==> src/tlf_pkg.sv <==
// Shared types, character codes and helpers for the text line folder.
`default_nettype none

package tlf_pkg;

   localparam int unsigned BYTE_W = 8;
   localparam int unsigned CFG_W  = 6;

   // character codes
   localparam logic [BYTE_W-1:0] CH_NL = 8'h0A;
   localparam logic [BYTE_W-1:0] CH_SP = 8'h20;
   localparam logic [BYTE_W-1:0] CH_TB = 8'h09;

   // request command codes
   localparam logic CMD_TEXT = 1'b0;
   localparam logic CMD_END  = 1'b1;

   localparam logic [CFG_W-1:0] FOLD_WIDTH_RESET = 6'd30;

   // commands from the controller, one per non-idle controller state plus the accept strobe
   typedef struct packed {
      logic take;
      logic emit;
      logic term;
      logic scan_rd;
      logic scan_chk;
   } ctl_cmd_type;

   // status from the datapath back to the controller
   typedef struct packed {
      logic go_emit;
      logic go_scan;
      logic span_issued;
      logic nl_done;
      logic scan_hit;
      logic scan_end;
   } dp_sts_type;

   function automatic logic is_blank(input logic [BYTE_W-1:0] c);
      return (c == CH_SP) || (c == CH_TB);
   endfunction

endpackage

`default_nettype wire

==> src/text_line_folder_top.sv <==
// Top level of the text line folder: controller, datapath and configuration port.
//
// Folds a byte stream into lines of at most fold_width columns. A text byte that does not
// complete a segment is stored in the buffer. A byte that fills the segment, a newline, or an
// end-of-text request with text held opens an emit span: the request is taken, then the
// segment buffer is read one entry per cycle through its single registered read port while
// the result side does not stall (leading blanks are read and dropped), and the closing
// newline follows the last read. When fold_width was lowered while the buffer held text,
// the first fold afterwards may search back through the segment for its last blank, passing
// through ST_SCAN_RD and ST_SCAN_CHK for each entry. The last result of each run is the newline,
// flagged by rsp_last_of_run. The csr port is always ready and must only be written while
// the block is idle.
`default_nettype none

module text_line_folder_top #(
   parameter int unsigned BUFFER_DEPTH = 64
) (
   input  wire logic                          clock,
   input  wire logic                          reset,
   input  wire logic                          req_valid,
   output logic                               req_stall,
   input  wire logic                          req_command,
   input  wire logic [tlf_pkg::BYTE_W-1:0]    req_in_byte,
   output logic                               rsp_valid,
   input  wire logic                          rsp_stall,
   output logic [tlf_pkg::BYTE_W-1:0]         rsp_out_byte,
   output logic                               rsp_last_of_run,
   input  wire logic                          csr_valid,
   output logic                               csr_ready,
   input  wire logic [tlf_pkg::CFG_W-1:0]     csr_fold_width
);

   tlf_pkg::ctl_cmd_type cmd;
   tlf_pkg::dp_sts_type  sts;

   // accept configuration writes at any time
   assign csr_ready = 1'b1;

   tlf_ctrl u_ctrl (
      .clock     (clock),
      .reset     (reset),
      .req_valid (req_valid),
      .req_stall (req_stall),
      .sts       (sts),
      .cmd       (cmd)
   );

   tlf_dpath #(
      .BUFFER_DEPTH (BUFFER_DEPTH)
   ) u_dpath (
      .clock           (clock),
      .reset           (reset),
      .cmd             (cmd),
      .sts             (sts),
      .req_command     (req_command),
      .req_in_byte     (req_in_byte),
      .rsp_valid       (rsp_valid),
      .rsp_stall       (rsp_stall),
      .rsp_out_byte    (rsp_out_byte),
      .rsp_last_of_run (rsp_last_of_run),
      .csr_write       (csr_valid && csr_ready),
      .csr_fold_width  (csr_fold_width)
   );

endmodule

`default_nettype wire

==> src/tlf_ctrl.sv <==
// Controller state machine for the text line folder.
`default_nettype none

module tlf_ctrl (
   input  wire logic                 clock,
   input  wire logic                 reset,
   input  wire logic                 req_valid,
   output logic                      req_stall,
   input  wire tlf_pkg::dp_sts_type  sts,
   output tlf_pkg::ctl_cmd_type      cmd
);

   typedef enum logic [4:0] {
      ST_IDLE     = 5'b00001,
      ST_EMIT     = 5'b00010,
      ST_TERM     = 5'b00100,
      ST_SCAN_RD  = 5'b01000,
      ST_SCAN_CHK = 5'b10000
   } state_type;

   state_type state_ff, state_in;

   // decode commands from the current state
   always_comb begin
      cmd.take     = (state_ff == ST_IDLE) && req_valid;
      cmd.emit     = (state_ff == ST_EMIT);
      cmd.term     = (state_ff == ST_TERM);
      cmd.scan_rd  = (state_ff == ST_SCAN_RD);
      cmd.scan_chk = (state_ff == ST_SCAN_CHK);
      req_stall    = (state_ff != ST_IDLE);
   end

   // advance the state
   always_comb begin
      state_in = state_ff;
      unique case (state_ff)
         ST_IDLE: begin
            if (req_valid) begin
               if (sts.go_scan) begin
                  state_in = ST_SCAN_RD;
               end else if (sts.go_emit) begin
                  state_in = ST_EMIT;
               end
            end
         end
         ST_EMIT: begin
            if (sts.span_issued) begin
               state_in = ST_TERM;
            end
         end
         ST_TERM: begin
            if (sts.nl_done) begin
               state_in = ST_IDLE;
            end
         end
         ST_SCAN_RD: begin
            state_in = ST_SCAN_CHK;
         end
         ST_SCAN_CHK: begin
            if (sts.scan_hit || sts.scan_end) begin
               state_in = ST_EMIT;
            end else begin
               state_in = ST_SCAN_RD;
            end
         end
         default: begin
            state_in = ST_IDLE;
         end
      endcase
   end

   always_ff @(posedge clock) begin
      if (reset) begin
         state_ff <= ST_IDLE;
      end else begin
         state_ff <= state_in;
      end
   end

endmodule

`default_nettype wire

==> src/tlf_dpath.sv <==
// Datapath for the text line folder: segment ring buffer, blank tracking, read pipe, output register.
`default_nettype none

module tlf_dpath #(
   parameter int unsigned BUFFER_DEPTH = 64
) (
   input  wire logic                          clock,
   input  wire logic                          reset,
   input  wire tlf_pkg::ctl_cmd_type          cmd,
   output tlf_pkg::dp_sts_type                sts,
   input  wire logic                          req_command,
   input  wire logic [tlf_pkg::BYTE_W-1:0]    req_in_byte,
   output logic                               rsp_valid,
   input  wire logic                          rsp_stall,
   output logic [tlf_pkg::BYTE_W-1:0]         rsp_out_byte,
   output logic                               rsp_last_of_run,
   input  wire logic                          csr_write,
   input  wire logic [tlf_pkg::CFG_W-1:0]     csr_fold_width
);

   localparam int unsigned AW = (BUFFER_DEPTH > 1) ? $clog2(BUFFER_DEPTH) : 1;
   localparam int unsigned CW = $clog2(BUFFER_DEPTH + 1);
   localparam int unsigned FW = tlf_pkg::CFG_W + 1;
   localparam logic [CW-1:0] DEPTH_C = CW'(BUFFER_DEPTH);
   localparam logic [FW-1:0] DEPTH_F = FW'(BUFFER_DEPTH);

   typedef enum logic [1:0] {
      FIN_CLEAR = 2'b01,
      FIN_SHIFT = 2'b10
   } fin_type;

   // ring buffer address: logical index j counted from head, wrapped once
   function automatic logic [AW-1:0] phys(input logic [AW-1:0] head, input logic [CW-1:0] j);
      logic [CW:0] sum;
      sum = (CW+1)'(head) + (CW+1)'(j);
      if (sum >= (CW+1)'(BUFFER_DEPTH)) begin
         sum = sum - (CW+1)'(BUFFER_DEPTH);
      end
      return AW'(sum);
   endfunction

   logic [tlf_pkg::CFG_W-1:0] fold_width_ff, fold_width_in;
   logic [CW-1:0]             fill_ff, fill_in;
   logic [AW-1:0]             head_ff, head_in;
   logic                      found_ff, found_in;
   logic [AW-1:0]             last_pos_ff, last_pos_in;
   logic [CW-1:0]             idx_ff, idx_in;
   logic [CW-1:0]             end_ff, end_in;
   fin_type                   fin_ff, fin_in;
   logic                      skip_ff, skip_in;
   logic                      pend_ff, pend_in;
   logic                      rsp_valid_ff, rsp_valid_in;
   logic [tlf_pkg::BYTE_W-1:0] rsp_byte_ff, rsp_byte_in;
   logic                      rsp_last_ff, rsp_last_in;

   logic [tlf_pkg::BYTE_W-1:0] mem [BUFFER_DEPTH];
   logic [tlf_pkg::BYTE_W-1:0] rd_data_ff;
   logic                       we, re;
   logic [AW-1:0]              wa, ra;

   logic [tlf_pkg::CFG_W-1:0] fw_nz;
   logic [FW-1:0]             fw_ext;
   logic [CW-1:0]             w;
   logic [CW-1:0]             fill_c;
   logic [CW-1:0]             fill_new;
   logic                      room, blank_new, stale, is_end, is_nl;
   logic                      out_free, drop, consume, issue, nl_load;

   // effective width: zero acts as one, capped at the buffer depth
   always_comb begin
      fw_nz  = (fold_width_ff == '0) ? tlf_pkg::CFG_W'(1) : fold_width_ff;
      fw_ext = FW'(fw_nz);
      w      = (fw_ext > DEPTH_F) ? CW'(DEPTH_F) : CW'(fw_ext);
   end

   // request decode and fill bookkeeping
   always_comb begin
      fill_c    = (fill_ff > w) ? w : fill_ff;
      is_end    = (req_command == tlf_pkg::CMD_END);
      is_nl     = !is_end && (req_in_byte == tlf_pkg::CH_NL);
      room      = (fill_c < DEPTH_C);
      fill_new  = fill_c + CW'(room);
      blank_new = tlf_pkg::is_blank(req_in_byte) && (fill_c < w);
      stale     = found_ff && (CW'(last_pos_ff) >= w);
   end

   // read pipe and output handshake
   always_comb begin
      out_free = !rsp_valid_ff || !rsp_stall;
      drop     = skip_ff && tlf_pkg::is_blank(rd_data_ff);
      consume  = pend_ff && (drop || out_free);
      issue    = cmd.emit && (idx_ff != end_ff) && (!pend_ff || consume);
      nl_load  = cmd.term && !pend_ff && out_free;
   end

   always_comb begin
      fold_width_in = fold_width_ff;
      fill_in       = fill_ff;
      head_in       = head_ff;
      found_in      = found_ff;
      last_pos_in   = last_pos_ff;
      idx_in        = idx_ff;
      end_in        = end_ff;
      fin_in        = fin_ff;
      skip_in       = skip_ff;
      pend_in       = pend_ff;
      rsp_valid_in  = rsp_valid_ff && rsp_stall;
      rsp_byte_in   = rsp_byte_ff;
      rsp_last_in   = rsp_last_ff;
      we            = 1'b0;
      wa            = phys(head_ff, fill_c);
      re            = 1'b0;
      ra            = phys(head_ff, idx_ff);
      sts           = '0;

      if (csr_write) begin
         fold_width_in = csr_fold_width;
      end

      // take a request: store text, or open a span to emit
      if (cmd.take) begin
         if (is_end || is_nl) begin
            if (is_nl || (fill_c != '0)) begin
               end_in      = fill_c;
               fin_in      = FIN_CLEAR;
               idx_in      = '0;
               skip_in     = 1'b1;
               sts.go_emit = 1'b1;
            end else begin
               fill_in  = '0;
               found_in = 1'b0;
            end
         end else begin
            we = room;
            if (fill_new >= w) begin
               if (blank_new) begin
                  end_in      = fill_c;
                  fin_in      = FIN_SHIFT;
                  idx_in      = '0;
                  skip_in     = 1'b1;
                  sts.go_emit = 1'b1;
               end else if (found_ff && !stale) begin
                  end_in      = CW'(last_pos_ff);
                  fin_in      = FIN_SHIFT;
                  idx_in      = '0;
                  skip_in     = 1'b1;
                  sts.go_emit = 1'b1;
               end else if (found_ff) begin
                  idx_in      = w - CW'(1);
                  sts.go_scan = 1'b1;
               end else begin
                  end_in      = w;
                  fin_in      = FIN_CLEAR;
                  idx_in      = '0;
                  skip_in     = 1'b1;
                  sts.go_emit = 1'b1;
               end
            end else begin
               fill_in = fill_new;
               if (blank_new) begin
                  found_in    = 1'b1;
                  last_pos_in = AW'(fill_c);
               end
            end
         end
      end

      // walk back over the segment for its last blank below the width
      if (cmd.scan_rd) begin
         re = 1'b1;
      end
      if (cmd.scan_chk) begin
         if (tlf_pkg::is_blank(rd_data_ff)) begin
            sts.scan_hit = 1'b1;
            end_in       = idx_ff;
            fin_in       = FIN_SHIFT;
            idx_in       = '0;
            skip_in      = 1'b1;
         end else if (idx_ff == '0) begin
            sts.scan_end = 1'b1;
            end_in       = w;
            fin_in       = FIN_CLEAR;
            idx_in       = '0;
            skip_in      = 1'b1;
         end else begin
            idx_in = idx_ff - CW'(1);
         end
      end

      // issue span reads, one per cycle while the output keeps up
      sts.span_issued = (idx_ff == end_ff);
      if (issue) begin
         re     = 1'b1;
         idx_in = idx_ff + CW'(1);
      end

      // drain read data: drop leading blanks, load the rest
      if (issue) begin
         pend_in = 1'b1;
      end else if (consume) begin
         pend_in = 1'b0;
      end
      if (consume && !drop) begin
         rsp_valid_in = 1'b1;
         rsp_byte_in  = rd_data_ff;
         rsp_last_in  = 1'b0;
         skip_in      = 1'b0;
      end

      // close the span with a newline and settle the segment
      if (nl_load) begin
         sts.nl_done  = 1'b1;
         rsp_valid_in = 1'b1;
         rsp_byte_in  = tlf_pkg::CH_NL;
         rsp_last_in  = 1'b1;
         found_in     = 1'b0;
         unique case (fin_ff)
            FIN_SHIFT: begin
               head_in = phys(head_ff, end_ff + CW'(1));
               fill_in = w - end_ff - CW'(1);
            end
            FIN_CLEAR: begin
               fill_in = '0;
            end
            default: begin
               fill_in = '0;
            end
         endcase
      end
   end

   // segment buffer with registered read
   always_ff @(posedge clock) begin
      if (we) begin
         mem[wa] <= req_in_byte;
      end
      if (re) begin
         rd_data_ff <= mem[ra];
      end
   end

   always_ff @(posedge clock) begin
      if (reset) begin
         fold_width_ff <= tlf_pkg::FOLD_WIDTH_RESET;
         fill_ff       <= '0;
         head_ff       <= '0;
         found_ff      <= 1'b0;
         pend_ff       <= 1'b0;
         rsp_valid_ff  <= 1'b0;
         skip_ff       <= 1'b0;
      end else begin
         fold_width_ff <= fold_width_in;
         fill_ff       <= fill_in;
         head_ff       <= head_in;
         found_ff      <= found_in;
         pend_ff       <= pend_in;
         rsp_valid_ff  <= rsp_valid_in;
         skip_ff       <= skip_in;
      end
   end

   always_ff @(posedge clock) begin
      last_pos_ff <= last_pos_in;
      idx_ff      <= idx_in;
      end_ff      <= end_in;
      fin_ff      <= fin_in;
      rsp_byte_ff <= rsp_byte_in;
      rsp_last_ff <= rsp_last_in;
   end

   assign rsp_valid       = rsp_valid_ff;
   assign rsp_out_byte    = rsp_byte_ff;
   assign rsp_last_of_run = rsp_last_ff;

   // fill never passes the buffer depth
   a_fill_bound: assert property (@(posedge clock) disable iff (reset)
      fill_ff <= DEPTH_C)
      else $error("segment fill beyond buffer depth");

   // a tracked blank always lies inside the held segment
   a_blank_inside: assert property (@(posedge clock) disable iff (reset)
      found_ff |-> (CW'(last_pos_ff) < fill_ff))
      else $error("tracked blank outside segment");

   // the closing newline comes only after every span read was issued
   a_term_done: assert property (@(posedge clock) disable iff (reset)
      cmd.term |-> (idx_ff == end_ff))
      else $error("newline stage entered with reads outstanding");

   // read data is pending only while a span is being emitted
   a_pend_scope: assert property (@(posedge clock) disable iff (reset)
      pend_ff |-> (cmd.emit || cmd.term))
      else $error("read data pending outside a span");

   // the last byte of a run is always the newline
   a_last_nl: assert property (@(posedge clock) disable iff (reset)
      (rsp_valid_ff && rsp_last_ff) |-> (rsp_byte_ff == tlf_pkg::CH_NL))
      else $error("run ends on a byte other than newline");

endmodule

`default_nettype wire
==> config.mk <==
export PLATFORM = sky130hd
export DESIGN_NAME = text_line_folder_top
export DESIGN_NICKNAME = d
export VERILOG_FILES = /design/src/tlf_pkg.sv /design/src/text_line_folder_top.sv /design/src/tlf_ctrl.sv /design/src/tlf_dpath.sv
export SDC_FILE = /design/constraint.sdc
export NUM_CORES = 1
export LEC_CHECK = 0
export BUFFER_PORTS_ARGS = -buffer_cell sky130_fd_sc_hd__buf_2
export CORE_MARGIN = 1
export CORE_UTILIZATION = 55
export CTS_CLUSTER_SIZE = 8
export DETAILED_ROUTE_END_ITERATION = 10
export PLACE_DENSITY = 0.79
export SYNTH_ARGS = -nofsm -noshare
export SYNTH_HDL_FRONTEND = slang
export SYNTH_SLANG_ARGS = --single-unit
==> constraint.sdc <==
create_clock -name clock -period 5.2 [get_ports clock]
set_input_delay 0.52 -clock clock [delete_from_list [all_inputs] [get_ports clock]]
set_output_delay 0.52 -clock clock [all_outputs]
set_load 0.1 [all_outputs]
After elaboration in Yosys (flattened, before gate mapping)
Memories as Yosys holds them, arrays and structs flattened. A register that Yosys moved wholly into a read port is not among the register bits.
Cells that the tools add are included.
{ "totals": {"wordCells": 195, "memories": 1, "input_bits": 20, "out_inout_bits": 12, "ram_bits": 512, "regBits": 59} }
{ "classes": {"addsub": 13, "n_mux": 90, "bitwise": 2, "reduce_logical": 43, "order_cmp": 9, "n_eq_ne": 23} }
{ "memory_table": {"columns": ["memory", "depth", "word_bits", "rd", "rd_clocked_by_memory_dff", "wr", "line_no", "source"], "rows": [
  ["u_dpath.mem", 64, 8, 1, 1, 1, "tlf_dpath.sv:56", "logic [tlf_pkg::BYTE_W-1:0] mem [BUFFER_DEPTH];"]
]} }
{ "ops": {"columns": ["operator", "n"], "rows": [
  ["two-way mux 7 bit", 29],
  ["two-way mux 1 bit", 37],
  ["two-way mux 2 bit", 13],
  ["two-way mux 5 bit", 5],
  ["one-hot mux 5 bit (5 select lines)", 1],
  ["adder 6 x 7 -> 8 bit", 3],
  ["equality test 8 x 4 -> 1 bit (second input constant)", 3],
  [">= comparator 8 x 7 -> 1 bit (second input constant)", 3],
  ["two-way mux 6 bit", 4],
  ["subtractor 7 x 1 -> 7 bit (second input constant)", 3],
  ["subtractor 6 x 1 -> 6 bit (second input constant)", 3],
  ["equality test 8 x 6 -> 1 bit (second input constant)", 2],
  ["adder 7 x 1 -> 7 bit (second input constant)", 2],
  ["logical AND 1 bit", 13],
  ["AND reduction 4 bit", 3],
  ["logical OR 1 bit", 8],
  ["!= test 2 bit (second input constant)", 4],
  ["adder 7 x 1 -> 7 bit", 1],
  ["equality test 7 bit", 1],
  [">= comparator 6 x 7 -> 1 bit", 1],
  [">= comparator 7 bit", 1],
  ["> comparator 6 x 7 -> 1 bit (second input constant)", 1],
  ["> comparator 7 bit", 1],
  ["zero test 7 bit", 1],
  ["27 further kinds", 37]
]} }

Depth between registers and ports, before layout
Gate-level depths: netlist of run 1.
{ "depth": {"word_depth": 17, "mapped_depth": 23} }

Modules after synthesis
From an unflattened synthesis of run 1, not the netlist that was laid out.
{ "unflattened": {"hier_cells": 1451, "area_unflattened_um2": 25212.9} }
{ "modules_own_cells": {"columns": ["mod", "area_each_um2", "cells_per_inst", "instances"], "rows": [
  ["tlf_dpath", 24858.8, 1410, 1],
  ["tlf_ctrl", 342.8, 39, 1],
  ["text_line_folder_top", 11.3, 2, 1]
]} }

Worst setup path before layout of run 1
Ideal clock, no wire load.
{ "synth_timing": {"path_type": "register to register", "from": "register u_dpath.fold_width_ff[3] (netlist name)", "to": "register u_dpath.last_pos_ff[0], enable pin", "required_ns": 4.821, "n_path_buf": 2, "path_slack_ns": 0.487, "path_stages_with_launch": 21, "synth_period_minus_slack_ns": 4.713, "t_arrival_ns": 4.334, "cell_sequence": "dfxtp_1 > clkbuf_1 > nor4_1 > a21o_1 > ha_1 > and3_1 > clkbuf_1 > nand2_1 > o211ai_1 > o211ai_1 > inv_1 > ha_1 > o2111a_1 > nor3_1 > nor4_1 > xnor2_1 > ha_1 > a21oi_1 > o31ai_1 > a41o_4 > nor3_1"} }
{ "synth_between": {"elab_chain_len": 11, "elab_cells_between_ends": 13} }
{ "synth_rtl": {"columns": ["item", "line_no", "source"], "rows": [
  ["start: declaration", "tlf_dpath.sv:42", "logic [tlf_pkg::CFG_W-1:0] fold_width_ff, fold_width_in;"],
  ["start signal: assignment", "tlf_dpath.sv:244", "fold_width_ff <= tlf_pkg::FOLD_WIDTH_RESET;"],
  ["start signal: assignment", "tlf_dpath.sv:252", "fold_width_ff <= fold_width_in;"],
  ["zero test 6 bit", "tlf_dpath.sv:71", "fw_nz = (fold_width_ff == '0) ? tlf_pkg::CFG_W'(1) : fold_width_ff;"],
  ["two-way mux 6 bit *", "tlf_dpath.sv:71", null],
  ["> comparator 6 x 7 -> 1 bit", "tlf_dpath.sv:73", "w = (fw_ext > DEPTH_F) ? CW'(DEPTH_F) : CW'(fw_ext);"],
  ["two-way mux 7 bit *", "tlf_dpath.sv:73", null],
  ["> comparator 7 bit", "tlf_dpath.sv:78", "fill_c = (fill_ff > w) ? w : fill_ff;"],
  ["two-way mux 7 bit *", "tlf_dpath.sv:78", null],
  ["named net u_dpath.fill_c[0]", "tlf_dpath.sv:64", "logic [CW-1:0] fill_c;"],
  ["less-than comparator 7 bit", "tlf_dpath.sv:81", "room = (fill_c < DEPTH_C);"],
  ["adder 7 x 1 -> 7 bit", "tlf_dpath.sv:82", "fill_new = fill_c + CW'(room);"],
  [">= comparator 7 bit", "tlf_dpath.sv:135", "if (fill_new >= w) begin"],
  ["inverter 1 bit (no line)", null, null],
  ["AND reduction 4 bit (no line) *", null, null],
  ["end signal: assignment", "tlf_dpath.sv:263", "last_pos_ff <= last_pos_in;"],
  ["end: declaration", "tlf_dpath.sv:46", "logic [AW-1:0] last_pos_ff, last_pos_in;"]
]} }
The timed path passes the listed nets; every way through them passes the cells marked *.
A chain may end at the register's enable or synchronous reset.

Worst setup path in the final report of run 1
{ "layout_timing": {"from": "register u_dpath.fold_width_ff[3] (netlist name)", "to": "memory u_dpath.mem[28][0] (netlist name), enable pin"} }
{ "layout_between": {"elab_chain_len": 11, "elab_cells_between_ends": 15} }
{ "layout_rtl": {"columns": ["item", "line_no"], "rows": [
  ["zero test 6 bit", "tlf_dpath.sv:71"],
  ["two-way mux 6 bit *", "tlf_dpath.sv:71"],
  ["> comparator 6 x 7 -> 1 bit", "tlf_dpath.sv:73"],
  ["two-way mux 7 bit *", "tlf_dpath.sv:73"],
  ["> comparator 7 bit", "tlf_dpath.sv:78"],
  ["two-way mux 7 bit *", "tlf_dpath.sv:78"],
  ["named net u_dpath.fill_c[1]", "tlf_dpath.sv:64"],
  ["branches (longest 5 deep; another with adder 6 x 7 -> 8 bit)", null],
  ["end: declaration", "tlf_dpath.sv:56"]
]} }
Mark *: on every way through the listed nets, which the timed path passes.

==> results of run 1 <==
-- cell type report --
type / instances / area share [%]
inverters: 39 / 0.5103
multi-input cells: 731 / 26.12
clock inverters: 4 / 0.2486
flip-flops and latches: 579 / 59.01
well taps: 592 / 2.582
clock buffers: 112 / 7.768
repair buffers: 149 / 3.760
-- power by group through the flow --
stage          sequential, W  clock, W  combinational (W)
2_1_floorplan        0.00565         0            0.00243
3_3_place_gp         0.00556         0            0.00364
3_5_place_dp         0.00557         0            0.00369
4_1_cts              0.00549   0.00488            0.00374
5_1_grt              0.00550   0.00507            0.00399
6_report             0.00549   0.00482            0.00378
-- layer usage --
| layer | GRT usage (%) | up-vias |
|---|---|---|
| li1 | - | 6050 |
| met1 | 37.00 | 7297 |
| met2 | 44.02 | 826 |
| met3 | 5.901 | 125 |
| met4 | 10.57 | 2 |
| met5 | 0 | - |
-- layout by cell type (no fill, tap or decap), types with 14 or more instances in the layout --
cell,n
ha_1,49
inv_1,37
a21oi_1,50
buf_2,31
nand2_1,59
buf_4,115
xnor2_1,31
edfxtp_1,533
a211oi_1,20
mux4_2,160
nand3_1,38
dfxtp_1,44
clkbuf_16,85
nor3_1,14
a21o_1,14
nor2_1,97
o21ai_0,22
nor2b_1,16
clkbuf_1,27
-- flip-flops by register name, indices dropped and copies added (netlist names) --
register / count
u_dpath.last_pos_ff: 6
u_dpath.rsp_out_byte: 8
u_dpath.fold_width_ff: 6
u_dpath.rd_data_ff: 8
u_dpath.found_ff: 1
u_dpath.pend_ff: 1
u_dpath.rsp_valid: 1
u_dpath.idx_ff: 7
u_dpath.fill_ff: 7
u_dpath.head_ff: 6
u_ctrl.state_ff: 5
u_dpath.skip_ff: 1
u_dpath.mem: 512
u_dpath.fin_ff: 2
u_dpath.end_ff: 7
u_dpath.rsp_last_of_run: 1
-- metrics by stage --
step	setup TNS, ps	util, %	std cells
finish	0	64.73	2206
detailed placement	0	59.46	2089
floorplan	0	-	1406
global route	-214.8	64.73	2206
global placement	0	59.45	2088
CTS	0	64.65	2205
-- kinds of logic (layout without fill, tap and decap cells) --
group / after synthesis / in the layout / share of synthesized area, %
DFF: 579 / 579 / 68.43
and+or+nand+nor: 274 / 274 / 5.180
AOI/OAI and AO/OA: 190 / 190 / 5.473
muxes: 172 / 172 / 15.07
buffers and inverters: 96 / 304 / 1.598
adders and majority gates: 54 / 54 / 2.853
xor gates and xnor gates: 39 / 39 / 1.381
other: 1 / 2 / 0.01516
-- path summary, 6_finish.rpt --
path	from	to	slack [ps]	depth (start not counted)
hold reg to reg	u_dpath.rsp_last_of_run$_SDFFE_PP1P_	u_dpath.rsp_last_of_run$_SDFFE_PP1P_	440	2
setup reg to reg	u_dpath.fold_width_ff[3]$_SDFFE_PP1P_	u_dpath.mem[28][0]$_DFFE_PP_	190	18
hold / removal	csr_fold_width[0]	u_dpath.fold_width_ff[0]$_SDFFE_PP0P_	160	3
setup / recovery	u_dpath.fold_width_ff[3]$_SDFFE_PP1P_	u_dpath.mem[28][0]$_DFFE_PP_	190	18
-- worst min-delay path: stages --
cell,delay [ps]
buf_2,80
mux2i_1,60
nor2_1,90
-- what timing repair did --
item                       4_1_cts  5_1_grt
buffers inserted                 0        1
resized for setup                0        6
setup endpoints to repair        0      167
==> impl_metrics.csv, run 1 <==
group,metric,value,unit
status,status,"finished, final reports clean",
cts,clock_sinks,579,
synthesis,synth.most_common_cell,"edfxtp_1",
routing,ant_nets,0,
power,p_total,0.01409,W
cts,cts-root-buf,"clkbuf_16",
power,combPwrFrac,26.8,%
routing,met1_length,23.77,mm
worst_setup_path,crit_path_cell_trace,"nor4_4 > a21o_1 > ha_1 > nand3b_1 > a21boi_4 > or2_1 > a31oi_1 > inv_1 > ha_1 > a21o_1 > a21oi_1 > o21bai_1 > a21oi_1 > xnor2_1 > xnor2_1 > nand3_1 > nor2_1 > buf_4",
power,switching_share,30.41,%
flow_run,maxCapViolCount,0,
synthesis,synthesis.area,24740,µm²
cells_and_area,stdcell_area,28690,µm²
sta,period_share,96.31,%
cells_and_area,seq_area,16930,µm²
floorplanning,die_h,214.1,µm
routing,routed-wl-met3,5.435,mm
synthesis,synth_cell_types,76,
worst_setup_path,setup.worst_path.class,"register to register",
routing,wl,61.51,mm
routing,drc,0,
sta,layout_min_cycle_time,5008,ps
cts,clockBufferDepth,3,
synthesis,yosys-top-cells-count,"edfxtp_1, mux4_2, nor2_1",
placement,place_area,26350,µm²
placement,dp_hpwl,38.01,mm
synthesis,synth-seq-area-share,68.43,%
cts,cts_tree,"built",
power,vdd_drop_max,0.5698,mV
placement,portBuffers,30,
cts,cts_hold_buf,0,
sta,setup_violations,0,
cells_and_area,multiInputGateArea,7492,µm²
min_path,hp-class,"input pin to register",
cells_and_area,area_growth,15.97,%
sta,worst_clock_skew,21.41,ps
routing,vias,14300,
synthesis,async_reset_ff_share,0,%
grt,grt_overflow,0,
synthesis,ys_top_cells_by_area,"edfxtp_1, mux4_2, dfxtp_1",
cts,clkLatencyLatePin,620,ps
synthesis,synth-edff-count,533,
placement,place_ws,96.95,ps
power,p_leak,9.727,nW
worst_setup_path,cp.arrival,5320,ps
sta,max_freq,199.7,MHz
worst_setup_path,endpoint_kind,"register",
worst_setup_path,crit_path_start_kind,"register",
cells_and_area,drive_above_1_share,26.52,%
sta,max-slew-margin-rel,38.50,%
cells_and_area,fin_nets,1656,
cells_and_area,fillers,2921,
floorplanning,initial_core_util,55.82,%
cts,clkTransAtPathRegs,60,ps
sta,finalHoldViolations,0,
power,power.share.clock,34.2,%
grt,grt_pass1_vias,14580,
cts,h-tree-depth,3,
synthesis,yosys_warnings,0,
routing,drt_iter0_drc,1654,
power,p_int,0.009803,W
grt,grt_max_degree,67,
routing,dr.pass1.iters,8,
power,powerDensity,491.1,nW/µm²
synthesis,netlist_instances,1405,
worst_setup_path,cp_slowest_cell,"dfxtp_1",
synthesis,synth_top_cell_area_share,64.70,%
synthesis,yosysTopAreaCell,"edfxtp_1",
worst_setup_path,cp.required,5510,ps
worst_setup_path,critPathMaxStageDelay,600,ps
grt,grt_pass1_wl,91.60,mm
sta,drv_slew,0,
worst_setup_path,critPathBufInv,2,
cells_and_area,antennaDiodeCount,0,
worst_setup_path,crit_family,"simple AND/OR/NAND/NOR gates",
placement,gp_congestion,0.9242,
synthesis,synth_ff_type,"edfxtp_1",
cts,cts_made_buffers,82,
power,p_switching,0.004284,W
floorplanning,core,44320,µm²
synthesis,synth_seq_cells,579,
grt,antenna_found_initial,0,
sta,hold_ws,164.3,ps
routing,wl_met2,30.31,mm
routing,viasPerCell,6.482,
floorplanning,rows,77,
floorplanning,io-pin-count,32,
routing,wire_per_inst,27.88,µm
routing,highest_layer,"met5",
floorplanning,die_w,214.1,µm
power,seqPwrFrac,39.0,%
worst_setup_path,critPathMaxFanout,8,
sta,tightest_slew,909.5,ps
synthesis,synth.avg_cell_area,17.61,µm²
floorplanning,die-area,45830,µm²
sta,timing.final.ws_setup,191.8,ps
grt,track_usage,27.38,%
Power figures use the tool's default switching activity.
==> run 2, diff against run 1 <==
CORE_UTILIZATION = 47   (was 55)
CTS_BUF_LIST = sky130_fd_sc_hd__clkbuf_8   (was default)
PLACE_DENSITY = 0.7   (was 0.79)
==> impl_metrics.csv, run 2 (synthesis gave the netlist of run 1 again) <==
group,metric,value,unit
cts,clock_sinks,579,
sta,worst_clock_skew,45.63,ps
cells_and_area,drive_above_1_share,27.54,%
cts,cts_hold_buf,0,
power,p_int,0.008606,W
cells_and_area,antennaDiodeCount,0,
cells_and_area,layout_common_cells,"edfxtp_1, mux4_2, buf_4, nor2_1, clkbuf_8",
power,combPwrFrac,29.6,%
grt,antenna_found_initial,0,
routing,drc,0,
min_path,hp-class,"input pin to register",
floorplanning,die-area,53550,µm²
routing,wire_per_inst,25.38,µm
grt,grt_pass1_wl,89.10,mm
worst_setup_path,crit_path_start_kind,"register",
routing,wl,59.01,mm
placement,dp_hpwl,38.64,mm
sta,max_freq,205.6,MHz
floorplanning,rows,83,
grt,track_usage,22.83,%
worst_setup_path,critPathMaxFanout,8,
flow_run,maxCapViolCount,0,
cts,cts_tree,"built",
worst_setup_path,cp_slowest_cell,"dfxtp_1",
routing,viasPerCell,5.934,
cts,cts-root-buf,"clkbuf_8",
sta,timing.final.ws_setup,336.0,ps
sta,rsz0062_at_grt,"no",
cts,clkLatencyLatePin,700,ps
grt,grt_overflow,0,
worst_setup_path,cp.arrival,5260,ps
power,p_total,0.01275,W
routing,vias,13800,
cells_and_area,largest_register_ffs,512,
routing,ant_nets,0,
floorplanning,initial_core_util,47.93,%
floorplanning,io-pin-count,32,
worst_setup_path,critPathMaxStageDelay,390,ps
cells_and_area,area_growth,13.69,%
power,powerDensity,453.3,nW/µm²
worst_setup_path,crit_path_cell_trace,"nor4_2 > a21o_1 > ha_1 > nand3b_1 > a21boi_4 > or2_1 > a31oi_1 > inv_1 > ha_1 > a21o_1 > a21oi_1 > o21bai_1 > a21oi_1 > xnor2_1 > xnor2_1 > nand3_1 > nor2_1 > buf_4",
grt,grt_pass1_vias,14100,
routing,drt_iter0_drc,1473,
cells_and_area,post-route-util,54.49,%
worst_setup_path,rrSetupSlack,340,ps
sta,drv_slew,0,
grt,grt_max_degree,67,
power,power.share.clock,27.4,%
worst_setup_path,cp.required,5600,ps
sta,setup_violations,0,
sta,final.setup.tns,0,ps
floorplanning,die_w,231.4,µm
power,vdd_drop_max,0.2435,mV
power,p_switching,0.004143,W
power,seqPwrFrac,43.0,%
power,p_leak,9.536,nW
sta,layout_min_cycle_time,4864,ps
cts,clockBufferDepth,3,
cells_and_area,final_common_cell,"edfxtp_1",
sta,hold_ws,83.48,ps
placement,place_ws,99.96,ps
placement,portBuffers,30,
sta,max-slew-margin-rel,38.56,%
worst_setup_path,setup.worst_path.class,"register to register",
cts,h-tree-depth,3,
floorplanning,die_h,231.4,µm
routing,dr.pass1.iters,5,
cts,clkTransAtPathRegs,60,ps
power,switching_share,32.49,%
worst_setup_path,endpoint_kind,"register",
sta,finalHoldViolations,0,
cells_and_area,regMostFlops,"u_dpath.mem",
sta,tightest_slew,917.1,ps
placement,gp_congestion,0.9062,
status,status,"finished, final reports clean",
cts,cts_made_buffers,93,
cells_and_area,fin_nets,1669,
sta,period_share,93.54,%
floorplanning,core,51610,µm²
## run 2: cell count changes in the layout (fill, tap and decap cells not counted), sizes merged
cell | previous run | this run
clkbuf | 112 | 96
clkinvlp | 0 | 3
bufinv | 0 | 1
buf | 149 | 151
inv | 40 | 66
clkinv | 3 | 18
## run 2: critical path: cells and delay by family (launching register included)
family,cells,cell delay [ps]
xor gates and xnor gates,2,520
adders and majority gates,2,440
and+or+nand+nor,5,1630
buffers and inverters,2,370
DFF,1,390
AOI/OAI and AO/OA,7,1260
## run 2: layout make-up
class	count	area [µm²]
multi-input cells	731	7493
inverters	39	146.4
clock buffers	96	1321
fillers	3994	23490
clock inverters	49	274.0
flip-flops and latches	579	16930
well taps	680	850.8
repair buffers	151	1109
## run 2: per-stage QoR
| step | instance area [µm²] | std cells |
|---|---|---|
| 4_1_cts | 28100 | 2325 |
| 6_report | 28120 | 2325 |
| 5_1_grt | 28120 | 2325 |
| 3_3_place_gp | 26500 | 2180 |
| 2_1_floorplan | 24740 | 1406 |
| 3_5_place_dp | 26500 | 2180 |
## run 2: power groups by stage
| stage | clock, W | combinational (W) | sequential [W] |
|---|---|---|---|
| global placement | 0 | 0.00372 | 0.00556 |
| floorplan | 0 | 0.00243 | 0.00565 |
| global route | 0.00376 | 0.00402 | 0.00549 |
| detailed placement | 0 | 0.00375 | 0.00557 |
| finish | 0.00349 | 0.00378 | 0.00548 |
| CTS | 0.00356 | 0.00377 | 0.00547 |
## run 2: layer usage
layer	GRT usage [%]	part of all wire [%]	vias up
li1	-	-	6075
met1	30.99	41	6990
met2	36.43	48	598
met3	5.069	7.5	133
met4	8.009	3.1	0
met5	0	0	-
## run 2: final timing paths
path | from | to | cells past startpoint
setup / recovery | u_dpath.fold_width_ff[5]$_SDFFE_PP0P_ | u_dpath.mem[63][2]$_DFFE_PP_ | 18
hold / removal | csr_fold_width[3] | u_dpath.fold_width_ff[3]$_SDFFE_PP1P_ | 3
setup reg to reg | u_dpath.fold_width_ff[5]$_SDFFE_PP0P_ | u_dpath.mem[63][2]$_DFFE_PP_ | 18
hold reg to reg | u_dpath.rsp_last_of_run$_SDFFE_PP1P_ | u_dpath.rsp_last_of_run$_SDFFE_PP1P_ | 2
## run 2: what timing repair did
action                                  CTS  global route
endpoints found under the setup margin    0            65
resized for setup                         0             7
setup buffers                             0             0
